==> config.mk <==
export PLATFORM = sky130hd
export DESIGN_NAME = premultiplied_alpha_blend
export DESIGN_NICKNAME = d
export VERILOG_FILES = /design/src/rtl/core/pab_pkg.sv /design/src/rtl/core/pab_round_div.sv /design/src/rtl/core/premultiplied_alpha_blend.sv
export SDC_FILE = /design/constraint.sdc
export NUM_CORES = 2
export LEC_CHECK = 0
export ABC_AREA = 1
export BUFFER_PORTS_ARGS = -buffer_cell sky130_fd_sc_hd__buf_4
export CORE_ASPECT_RATIO = 0.5
export CORE_MARGIN = 2
export CORE_UTILIZATION = 63
export CTS_BUF_LIST = sky130_fd_sc_hd__clkbuf_4 sky130_fd_sc_hd__clkbuf_8
export DETAILED_ROUTE_END_ITERATION = 12
export HOLD_SLACK_MARGIN = 0.1
export PLACE_DENSITY_LB_ADDON = 0.2
export SYNTH_ARGS = -nofsm -noshare
export SYNTH_HDL_FRONTEND = slang
export SYNTH_HIERARCHICAL = 1
export SYNTH_SLANG_ARGS = --single-unit
export TNS_END_PERCENT = 5
==> constraint.sdc <==
create_clock -name clk -period 9 [get_ports clk]
set_clock_uncertainty 0.1 [all_clocks]
set_input_delay 0.45 -clock clk [delete_from_list [all_inputs] [get_ports clk]]
set_output_delay 0.45 -clock clk [all_outputs]
set_load 0.05 [all_outputs]
==> src/rtl/core/pab_pkg.sv <==
// Shared constants and types for the premultiplied alpha blend pipeline.
package pab_pkg;

	localparam int unsigned CH_W     = 8;
	localparam int unsigned PROD_W   = 16;
	localparam int unsigned NUM_W    = 25;
	localparam int unsigned QEST_W   = 9;
	localparam int unsigned RECIP_W  = 17;
	localparam int unsigned RPROD_W  = NUM_W + RECIP_W;
	localparam int unsigned RSHIFT   = 32;
	localparam int unsigned N_COLOR  = 3;

	localparam logic [CH_W-1:0]    FULL_SCALE = 8'd255;
	localparam logic [PROD_W-1:0]  FULL_SQ    = 16'd65025;
	localparam logic [NUM_W-1:0]   HALF_SQ    = 25'd32512;
	// floor(2^32 / 65025); quotient estimate is low by at most one
	localparam logic [RECIP_W-1:0] RECIP_SQ   = 17'd66051;

	localparam logic [CH_W-1:0]    ALPHA_RESET = 8'd255;

	typedef struct packed {
		logic s3;
		logic s4;
	} pab_en_t;

endpackage

==> src/rtl/core/pab_round_div.sv <==
// Two-stage divide by 65025 with saturation at 255 (numerator already holds the rounding bias).
module pab_round_div (
	input  logic                          clk,
	input  pab_pkg::pab_en_t              en,
	input  logic [pab_pkg::NUM_W-1:0]     num,
	output logic [pab_pkg::CH_W-1:0]      res
);
	import pab_pkg::*;

	logic [RPROD_W-1:0] rprod;
	logic [NUM_W-1:0]   num_s3;
	logic [QEST_W-1:0]  qest_s3;
	logic [NUM_W-1:0]   qmul;
	logic [NUM_W-1:0]   rem;
	logic [QEST_W:0]    qfix;
	logic [CH_W-1:0]    res_s4;

	assign rprod = RPROD_W'(num) * RPROD_W'(RECIP_SQ);

	always_ff @(posedge clk) begin
		if (en.s3) begin
			num_s3  <= num;
			qest_s3 <= rprod[RSHIFT+QEST_W-1:RSHIFT];
		end
	end

	// one correction step: estimate is q or q-1
	assign qmul = NUM_W'(qest_s3) * NUM_W'(FULL_SQ);
	assign rem  = num_s3 - qmul;

	always_comb begin
		qfix = {1'b0, qest_s3};
		if (rem >= NUM_W'(FULL_SQ)) begin
			qfix = qfix + (QEST_W+1)'(1);
		end
	end

	always_ff @(posedge clk) begin
		if (en.s4) begin
			if (qfix > (QEST_W+1)'(FULL_SCALE)) begin
				res_s4 <= FULL_SCALE;
			end else begin
				res_s4 <= qfix[CH_W-1:0];
			end
		end
	end

	assign res = res_s4;

endmodule

==> src/rtl/core/premultiplied_alpha_blend.sv <==
// Top level: Porter-Duff over of a premultiplied ARGB source onto a destination pixel.
//
//  channel | handshake              | payload
//  --------+------------------------+-------------------------------------------
//  cfg     | cfg_valid / cfg_ready  | const_alpha (global opacity k/255)
//  in      | in_valid  / in_ready   | src_alpha/red/green/blue, dst_alpha/red/green/blue
//  out     | out_valid / out_ready  | out_alpha/red/green/blue
//
// Four register stages, one pixel per clock sustained while out_ready stays high.
// Stage 1 forms sa*k and c*k, stage 2 the numerators over 65025, stage 3
// the reciprocal quotient estimate, stage 4 the correction and saturation.
// Each stage holds when the next is full and stalled; bubbles collapse.
// Reset clears the valid bits and sets const_alpha to 255.
// cfg_ready is always high; a write takes effect on the next request.
module premultiplied_alpha_blend (
	input  logic                       clk,
	input  logic                       arst_n,
	input  logic                       cfg_valid,
	output logic                       cfg_ready,
	input  logic [pab_pkg::CH_W-1:0]   const_alpha,
	input  logic                       in_valid,
	output logic                       in_ready,
	input  logic [pab_pkg::CH_W-1:0]   src_alpha,
	input  logic [pab_pkg::CH_W-1:0]   src_red,
	input  logic [pab_pkg::CH_W-1:0]   src_green,
	input  logic [pab_pkg::CH_W-1:0]   src_blue,
	input  logic [pab_pkg::CH_W-1:0]   dst_alpha,
	input  logic [pab_pkg::CH_W-1:0]   dst_red,
	input  logic [pab_pkg::CH_W-1:0]   dst_green,
	input  logic [pab_pkg::CH_W-1:0]   dst_blue,
	output logic                       out_valid,
	input  logic                       out_ready,
	output logic [pab_pkg::CH_W-1:0]   out_alpha,
	output logic [pab_pkg::CH_W-1:0]   out_red,
	output logic [pab_pkg::CH_W-1:0]   out_green,
	output logic [pab_pkg::CH_W-1:0]   out_blue
);
	import pab_pkg::*;

	logic [CH_W-1:0] k_q;

	// valid bits per stage
	logic v_s1, v_s2, v_s3, v_s4;
	logic rdy_s1, rdy_s2, rdy_s3, rdy_s4;
	pab_en_t en;

	// stage 1 payload
	logic [PROD_W-1:0] sak_s1;
	logic [CH_W-1:0]   da_s1;
	logic [PROD_W-1:0] ck_s1 [N_COLOR];
	logic [CH_W-1:0]   d_s1  [N_COLOR];

	// stage 2 payload: biased numerators, alpha then colors
	logic [NUM_W-1:0]  num_s2 [N_COLOR+1];

	logic [CH_W-1:0]   src_c [N_COLOR];
	logic [CH_W-1:0]   dst_c [N_COLOR];
	logic [NUM_W-1:0]  num_nx [N_COLOR+1];
	logic [CH_W-1:0]   res    [N_COLOR+1];

	assign src_c[0] = src_red;
	assign src_c[1] = src_green;
	assign src_c[2] = src_blue;
	assign dst_c[0] = dst_red;
	assign dst_c[1] = dst_green;
	assign dst_c[2] = dst_blue;

	// configuration register
	assign cfg_ready = 1'b1;

	always_ff @(posedge clk or negedge arst_n) begin
		if (!arst_n) begin
			k_q <= ALPHA_RESET;
		end else if (cfg_valid && cfg_ready) begin
			k_q <= const_alpha;
		end
	end

	// backpressure chain: a stage can load when empty or when it drains
	assign rdy_s4   = !v_s4 || out_ready;
	assign rdy_s3   = !v_s3 || rdy_s4;
	assign rdy_s2   = !v_s2 || rdy_s3;
	assign rdy_s1   = !v_s1 || rdy_s2;
	assign in_ready = rdy_s1;

	assign en.s3 = rdy_s3 && v_s2;
	assign en.s4 = rdy_s4 && v_s3;

	always_ff @(posedge clk or negedge arst_n) begin
		if (!arst_n) begin
			v_s1 <= 1'b0;
			v_s2 <= 1'b0;
			v_s3 <= 1'b0;
			v_s4 <= 1'b0;
		end else begin
			if (rdy_s1) begin
				v_s1 <= in_valid;
			end
			if (rdy_s2) begin
				v_s2 <= v_s1;
			end
			if (rdy_s3) begin
				v_s3 <= v_s2;
			end
			if (rdy_s4) begin
				v_s4 <= v_s3;
			end
		end
	end

	// stage 1: scale source by k
	always_ff @(posedge clk) begin
		if (in_valid && rdy_s1) begin
			sak_s1 <= PROD_W'(src_alpha) * PROD_W'(k_q);
			da_s1  <= dst_alpha;
			for (int i = 0; i < N_COLOR; i++) begin
				ck_s1[i] <= PROD_W'(src_c[i]) * PROD_W'(k_q);
				d_s1[i]  <= dst_c[i];
			end
		end
	end

	// stage 2: numerators over 65025 plus half for round-half-up
	always_comb begin
		num_nx[0] = NUM_W'(sak_s1) * NUM_W'(FULL_SCALE - da_s1)
			+ NUM_W'(da_s1) * NUM_W'(FULL_SQ) + HALF_SQ;
		for (int i = 0; i < N_COLOR; i++) begin
			num_nx[i+1] = NUM_W'(FULL_SQ - sak_s1) * NUM_W'(d_s1[i])
				+ ((NUM_W'(ck_s1[i]) << CH_W) - NUM_W'(ck_s1[i])) + HALF_SQ;
		end
	end

	always_ff @(posedge clk) begin
		if (v_s1 && rdy_s2) begin
			for (int i = 0; i <= N_COLOR; i++) begin
				num_s2[i] <= num_nx[i];
			end
		end
	end

	// stages 3 and 4: divide, correct, saturate
	for (genvar g = 0; g <= N_COLOR; g++) begin : g_div
		pab_round_div u_div (
			.clk (clk),
			.en  (en),
			.num (num_s2[g]),
			.res (res[g])
		);
	end

	assign out_valid = v_s4;
	assign out_alpha = res[0];
	assign out_red   = res[1];
	assign out_green = res[2];
	assign out_blue  = res[3];

endmodule
-- Word-level counts from Yosys, hierarchy flattened
Memory sizes are Yosys's and may differ from the RTL's.
Cells that the tools add are included.
- bits in writable memories: 172
- flip-flop bits (word level): 204
- output and inout port bits: 35
- logic and storage cells: 88
- memories kept: 3
- bits of input ports: 77
- memories (memory ; words ; bits a word ; rd ports ; clocked after Yosys merged registers in ; wr ports ; RTL line ; text):
    num_s2 ; 4 ; 25 ; 4 ; 0 ; 4 ; premultiplied_alpha_blend.sv:54 ; logic [NUM_W-1:0] num_s2 [N_COLOR+1];
    ck_s1 ; 3 ; 16 ; 3 ; 0 ; 3 ; premultiplied_alpha_blend.sv:50 ; logic [PROD_W-1:0] ck_s1 [N_COLOR];
    d_s1 ; 3 ; 8 ; 3 ; 0 ; 3 ; premultiplied_alpha_blend.sv:51 ; logic [CH_W-1:0] d_s1 [N_COLOR];
- reductions and logical operators: 12
- $mul: 17
- $lt $le $gt $ge: 8
- add/subtract/negate cells: 21
- multiplexer cells: 8
- operators with widths (operator ; count):
    25-bit by 17-bit multiplier with 41-bit output (second input constant) ; 4
    25-bit by 15-bit adder with 25-bit output (second input constant) ; 4
    25-bit by 16-bit >= comparator with 1-bit output (second input constant) ; 4
    9-bit by 16-bit multiplier with 25-bit output (second input constant) ; 4
    25-bit subtractor ; 4
    25-bit adder ; 3
    24-bit by 16-bit subtractor with 25-bit output ; 3
    8-bit by 8-bit multiplier with 16-bit output ; 4
    17-bit by 9-bit multiplier with 25-bit output ; 2
    25-bit by 8-bit multiplier with 25-bit output ; 2
    9-bit by 1-bit adder with 10-bit output (second input constant) ; 4
    10-bit by 8-bit greater-than comparator with 1-bit output (second input constant) ; 4
    10-bit two-way mux ; 4
    25-bit by 24-bit adder with 25-bit output ; 1
    8-bit by 16-bit multiplier with 24-bit output (second input constant) ; 1
    16-bit by 16-bit subtractor with 17-bit output (first input constant) ; 1
    8-bit by 8-bit subtractor with 9-bit output (first input constant) ; 1
    1-bit logical AND ; 4
    1-bit zero test ; 4
    1-bit logical OR ; 4
    1-bit two-way mux ; 4

-- Depth between registers and ports, before layout
- word-level depth: 8
- mapped depth: 35
- depth with buffers taken out: 33

-- By module
Netlist, hierarchy kept.
- by module, submodules not included (module ; seq. area each (um2) ; times used ; area each (um2) ; cells each):
    premultiplied_alpha_blend ; 6195.9 ; 1 ; 40221.1 ; 4752
    pab_round_div (g_div[1].u_div ...) ; 1261.2 ; 3 ; 8882.3 ; 1159
    pab_round_div (g_div[0].u_div) ; 1261.2 ; 1 ; 9101.2 ; 1203

-- Worst setup path before layout
No wires, ideal clock.
- path kind: register to register
- start point: reg sak_s1[1]
- end point: mem num_s2[3][18] (data pin)
- data required time: 8.648 ns
- setup slack: 3.293 ns
- setup time: 0.252 ns
- buffers on the path: 2
- arrival time: 5.355 ns
- period minus slack after synthesis: 5.707 ns
- cell stages (with the launch flop): 29
- path through: edfxtp_1 buf_6 inv_6 ha_1 nand2_2 nor2_2 nand3_1 nor2_2 inv_2 nand3_1 nand2_2 inv_4 buf_6 nand2_1 fa_1 fa_1 inv_1 fa_1 fa_1 inv_1 fa_1 inv_1 ha_1 nand2_1 nor2_1 nand3_1 or2_2 nand3_1 nand2_1
- RTL lines (item ; RTL line ; text):
    start: declaration ; premultiplied_alpha_blend.sv:48 ; logic [PROD_W-1:0] sak_s1;
    start signal: assignment ; premultiplied_alpha_blend.sv:114 ; sak_s1 <= PROD_W'(src_alpha) * PROD_W'(k_q);
    end: declaration ; premultiplied_alpha_blend.sv:54 ;

==> reports/results.tsv <==
stage	metric	value	unit
synth	Mapped Area	76000	µm²
floorplan	full die area	124000	µm²
drt	1st-iter DRT viols	4613	
synth	syn_area_per_cell	8.05	µm²
final_layout	FILL cells	10154	
floorplan	core area	120000	µm²
drt	vias per cell	5.40	
synth	Top FF cell, synth	edfxtp_1	
min_path	Hold Path Class	input port to async pin	
sta	RSZ-0062 raised after global routing	no	
run_status	outcome	completed	
clocking	TritonCTS clock tree	built	
final_layout	multi-input logic area	54900	µm²
synth	Warnings, synthesis	6	
worst_setup_path	reg2reg start	sak_s1[1]$_DFFE_PP_	
worst_setup_path	Critical Path RT	9.42	ns
synth	FF+latch count, synth	376	
synth	Post-synth ARST share	3.19	%
floorplan	num ports	112	
grt	vias in the first global route	59972	
placement	Placer Congestion	0.958	
drt	Post-DRT Antenna Nets	0	
synth	post-synthesis sequential area ratio	14.8	%
sta	# setup viols final	0	
worst_setup_path	Worst path slowest cell	nand2_1	
grt	Total GRT Usage	31.9	%
drt	wire per inst	17.2	µm
sta	hold slack final	0.198	ns
sta	Period minus WS final	7.03	ns
worst_setup_path	critical path class	register to register	
grt	GRT overflow	0	
floorplan	Initial Utilization	63.3	%
worst_setup_path	RR Endpoint	num_s2[1][24]$_DFFE_PP_	
final_layout	FF/Latch Area	11200	µm²
run	total of max-cap violations	0	
clocking	Num CTS Buffers	66	
clocking	post-cts resize count	0	
worst_setup_path	Crit path depth	27	
sta	relative slew slack	16.8	%
worst_setup_path	delay-heaviest family, CP	adder cells	
floorplan	DIE WIDTH	495	µm
final_layout	layout cells sized above 1	4.50	%
floorplan	Rows	90	
placement	HPWL after detailed placement	161000	µm
drt	final wirelength	193000	µm
worst_setup_path	startpoint type of the worst setup path	register	
clocking	Sink Count	376	
sta	Max Clk Rate	142	MHz
final_layout	most frequent cells in the layout	inv_1, nand2_1, ha_1	
sta	Worst Tran Pin Value	1.25	ns
drt	DR pass1 iterations	6	
drt	DRC	0	
clocking	worst skew pair latency	0.77	ns
clocking	CTS root buffer	clkbuf_8	
floorplan	Die Span Y	250	µm
worst_setup_path	critical path buffer and inverter count	6	
sta	final hold vios	0	
sta	final setup TNS	0	ns
sta	Max Slew Vio Count	0	
worst_setup_path	R2R cell count	27	
worst_setup_path	CP peak stage delay	0.85	ns
worst_setup_path	crit path DAT	7.45	ns
grt	initial antenna violation count	4	
grt	largest net degree at the start of global routing	70	
synth	unique cell type count in the Yosys netlist	63	
final_layout	commonest non-fill, non-tap cell in the layout	inv_1	
final_layout	P&R area growth vs syn	5.82	%
worst_setup_path	Critical Path End Type	register	
clocking	Reg clk slew, reported paths	0.07	ns
clocking	Clock Path Buffers	3	
final_layout	Final nets	11830	
drt	routed via count	60498	
clocking	htree depth	3	
worst_setup_path	R2R Setup Slk	1.97	ns
placement	# port buffers	110	
sta	post-route clock period utilization	78.1	%
synth	Synth Instances	9432	
synth	number of synthesized flops with an enable pin	364	
worst_setup_path	Crit Path Max Fanout	19	
grt	first-pass GRT wire length	313000	µm
[state kept, by name (all words and copies together), names as in the netlist, 8 cells and up]
name	flops
g_div.u_div/qest_s3	36
sak_s1	16
da_s1	8
k_q	8
g_div.u_div/num_s3	100
d_s1	24
num_s2	100
g_div.u_div/res	32
ck_s1	48
[per-layer routing]
metal / part of all wire [%] / GRT usage, % / vias up
met4: 2.0 / 6.49 / 0
met3: 9.2 / 7.28 / 278
met5: 0 / 0 / -
li1: - / - / 29260
met2: 43 / 48.3 / 1978
met1: 46 / 47.0 / 28982
[cells by family (layout without fill, tap and decap cells)]
logic type	Yosys count	in the layout	synth area share, %
other cells	2	10	0.00989
flops	376	376	14.8
mux	8	8	0.119
buf+inv	2570	2714	12.9
compound gates	755	755	5.60
fa+ha+maj	2226	2226	46.0
xor+xnor	220	220	2.54
simple gates	3275	3275	18.0
[worst reg2reg max path, cell delays in order, from the launching register on]
cell,delay [ns]
edfxtp_1,0.43
inv_6,0.07
ha_1,0.22
nand2_2,0.10
nor2_2,0.04
nand3_1,0.11
nor2_2,0.07
inv_2,0.12
nand4_2,0.72
nand2_1,0.87
nor2_1,0.14
fa_1,0.59
fa_1,0.45
fa_1,0.50
fa_1,0.48
inv_1,0.05
fa_1,0.47
inv_1,0.04
ha_1,0.35
nand2_1,0.09
inv_1,0.09
nand2_1,0.10
nor3_1,0.21
nand3_1,0.10
nand3_1,0.12
inv_1,0.06
nand2_1,0.06
nand2_1,0.06
[stage by stage]
stage | setup slack, ns | util, % | instances | area, µm²
6_report | 1.97 | 67.0 | 11194 | 80400
5_1_grt | 1.65 | 67.0 | 11194 | 80400
4_1_cts | 2.12 | 67.0 | 11187 | 80400
3_5_place_dp | 2.13 | 65.1 | 11010 | 78200
3_3_place_gp | 2.24 | 65.1 | 11010 | 78200
2_1_floorplan | 3.29 | - | 9433 | 76000
[cells in the mapped netlist (24+ instances only)]
library cell | number | area (µm²)
edfxtp_1 | 364 | 10900
nand4_1 | 94 | 588
nor2_1 | 630 | 2360
a21o_1 | 47 | 353
clkbuf_2 | 27 | 135
ha_1 | 1282 | 16000
clkbuf_1 | 90 | 338
nor2_2 | 34 | 213
fa_1 | 944 | 18900
nand2_2 | 62 | 388
a21oi_1 | 364 | 1820
nand2_1 | 1978 | 7420
xor2_1 | 169 | 1480
o21ai_0 | 197 | 986
o21bai_1 | 24 | 180
xnor2_1 | 51 | 447
inv_1 | 2382 | 8940
nand3_1 | 321 | 1610
nor3_1 | 57 | 285
nor4_1 | 27 | 169
[cell type report]
type,count,area share (%)
antenna,7,0.0218
timing repair buffer,179,1.86
clock buffer,82,1.32
sequential,376,14.0
inverter,2417,11.3
multi-input combinational,6487,68.3
clock inverter,36,0.674
tap,1610,2.51
[timing repair]
action	4_1_cts	5_1_grt
endpoints found under the setup margin	0	0
endpoints found under the hold margin	71	0
buffers inserted	0	0
hold buffers	59	0
[worst max-delay path by stage]
stage	to	slack, ns	startpoint
finish	num_s2[1][24]$_DFFE_PP_	1.97	sak_s1[1]$_DFFE_PP_
global route	num_s2[2][23]$_DFFE_PP_	1.65	sak_s1[1]$_DFFE_PP_
CTS	num_s2[1][24]$_DFFE_PP_	2.12	sak_s1[1]$_DFFE_PP_
detailed placement	num_s2[2][23]$_DFFE_PP_	2.13	sak_s1[1]$_DFFE_PP_
global placement	num_s2[2][23]$_DFFE_PP_	2.24	sak_s1[1]$_DFFE_PP_
floorplan	num_s2[3][18]$_DFFE_PP_	3.29	sak_s1[1]$_DFFE_PP_
Power is not shown: default switching activity piles up to over one toggle a cycle in this logic, so the estimate is an artifact.
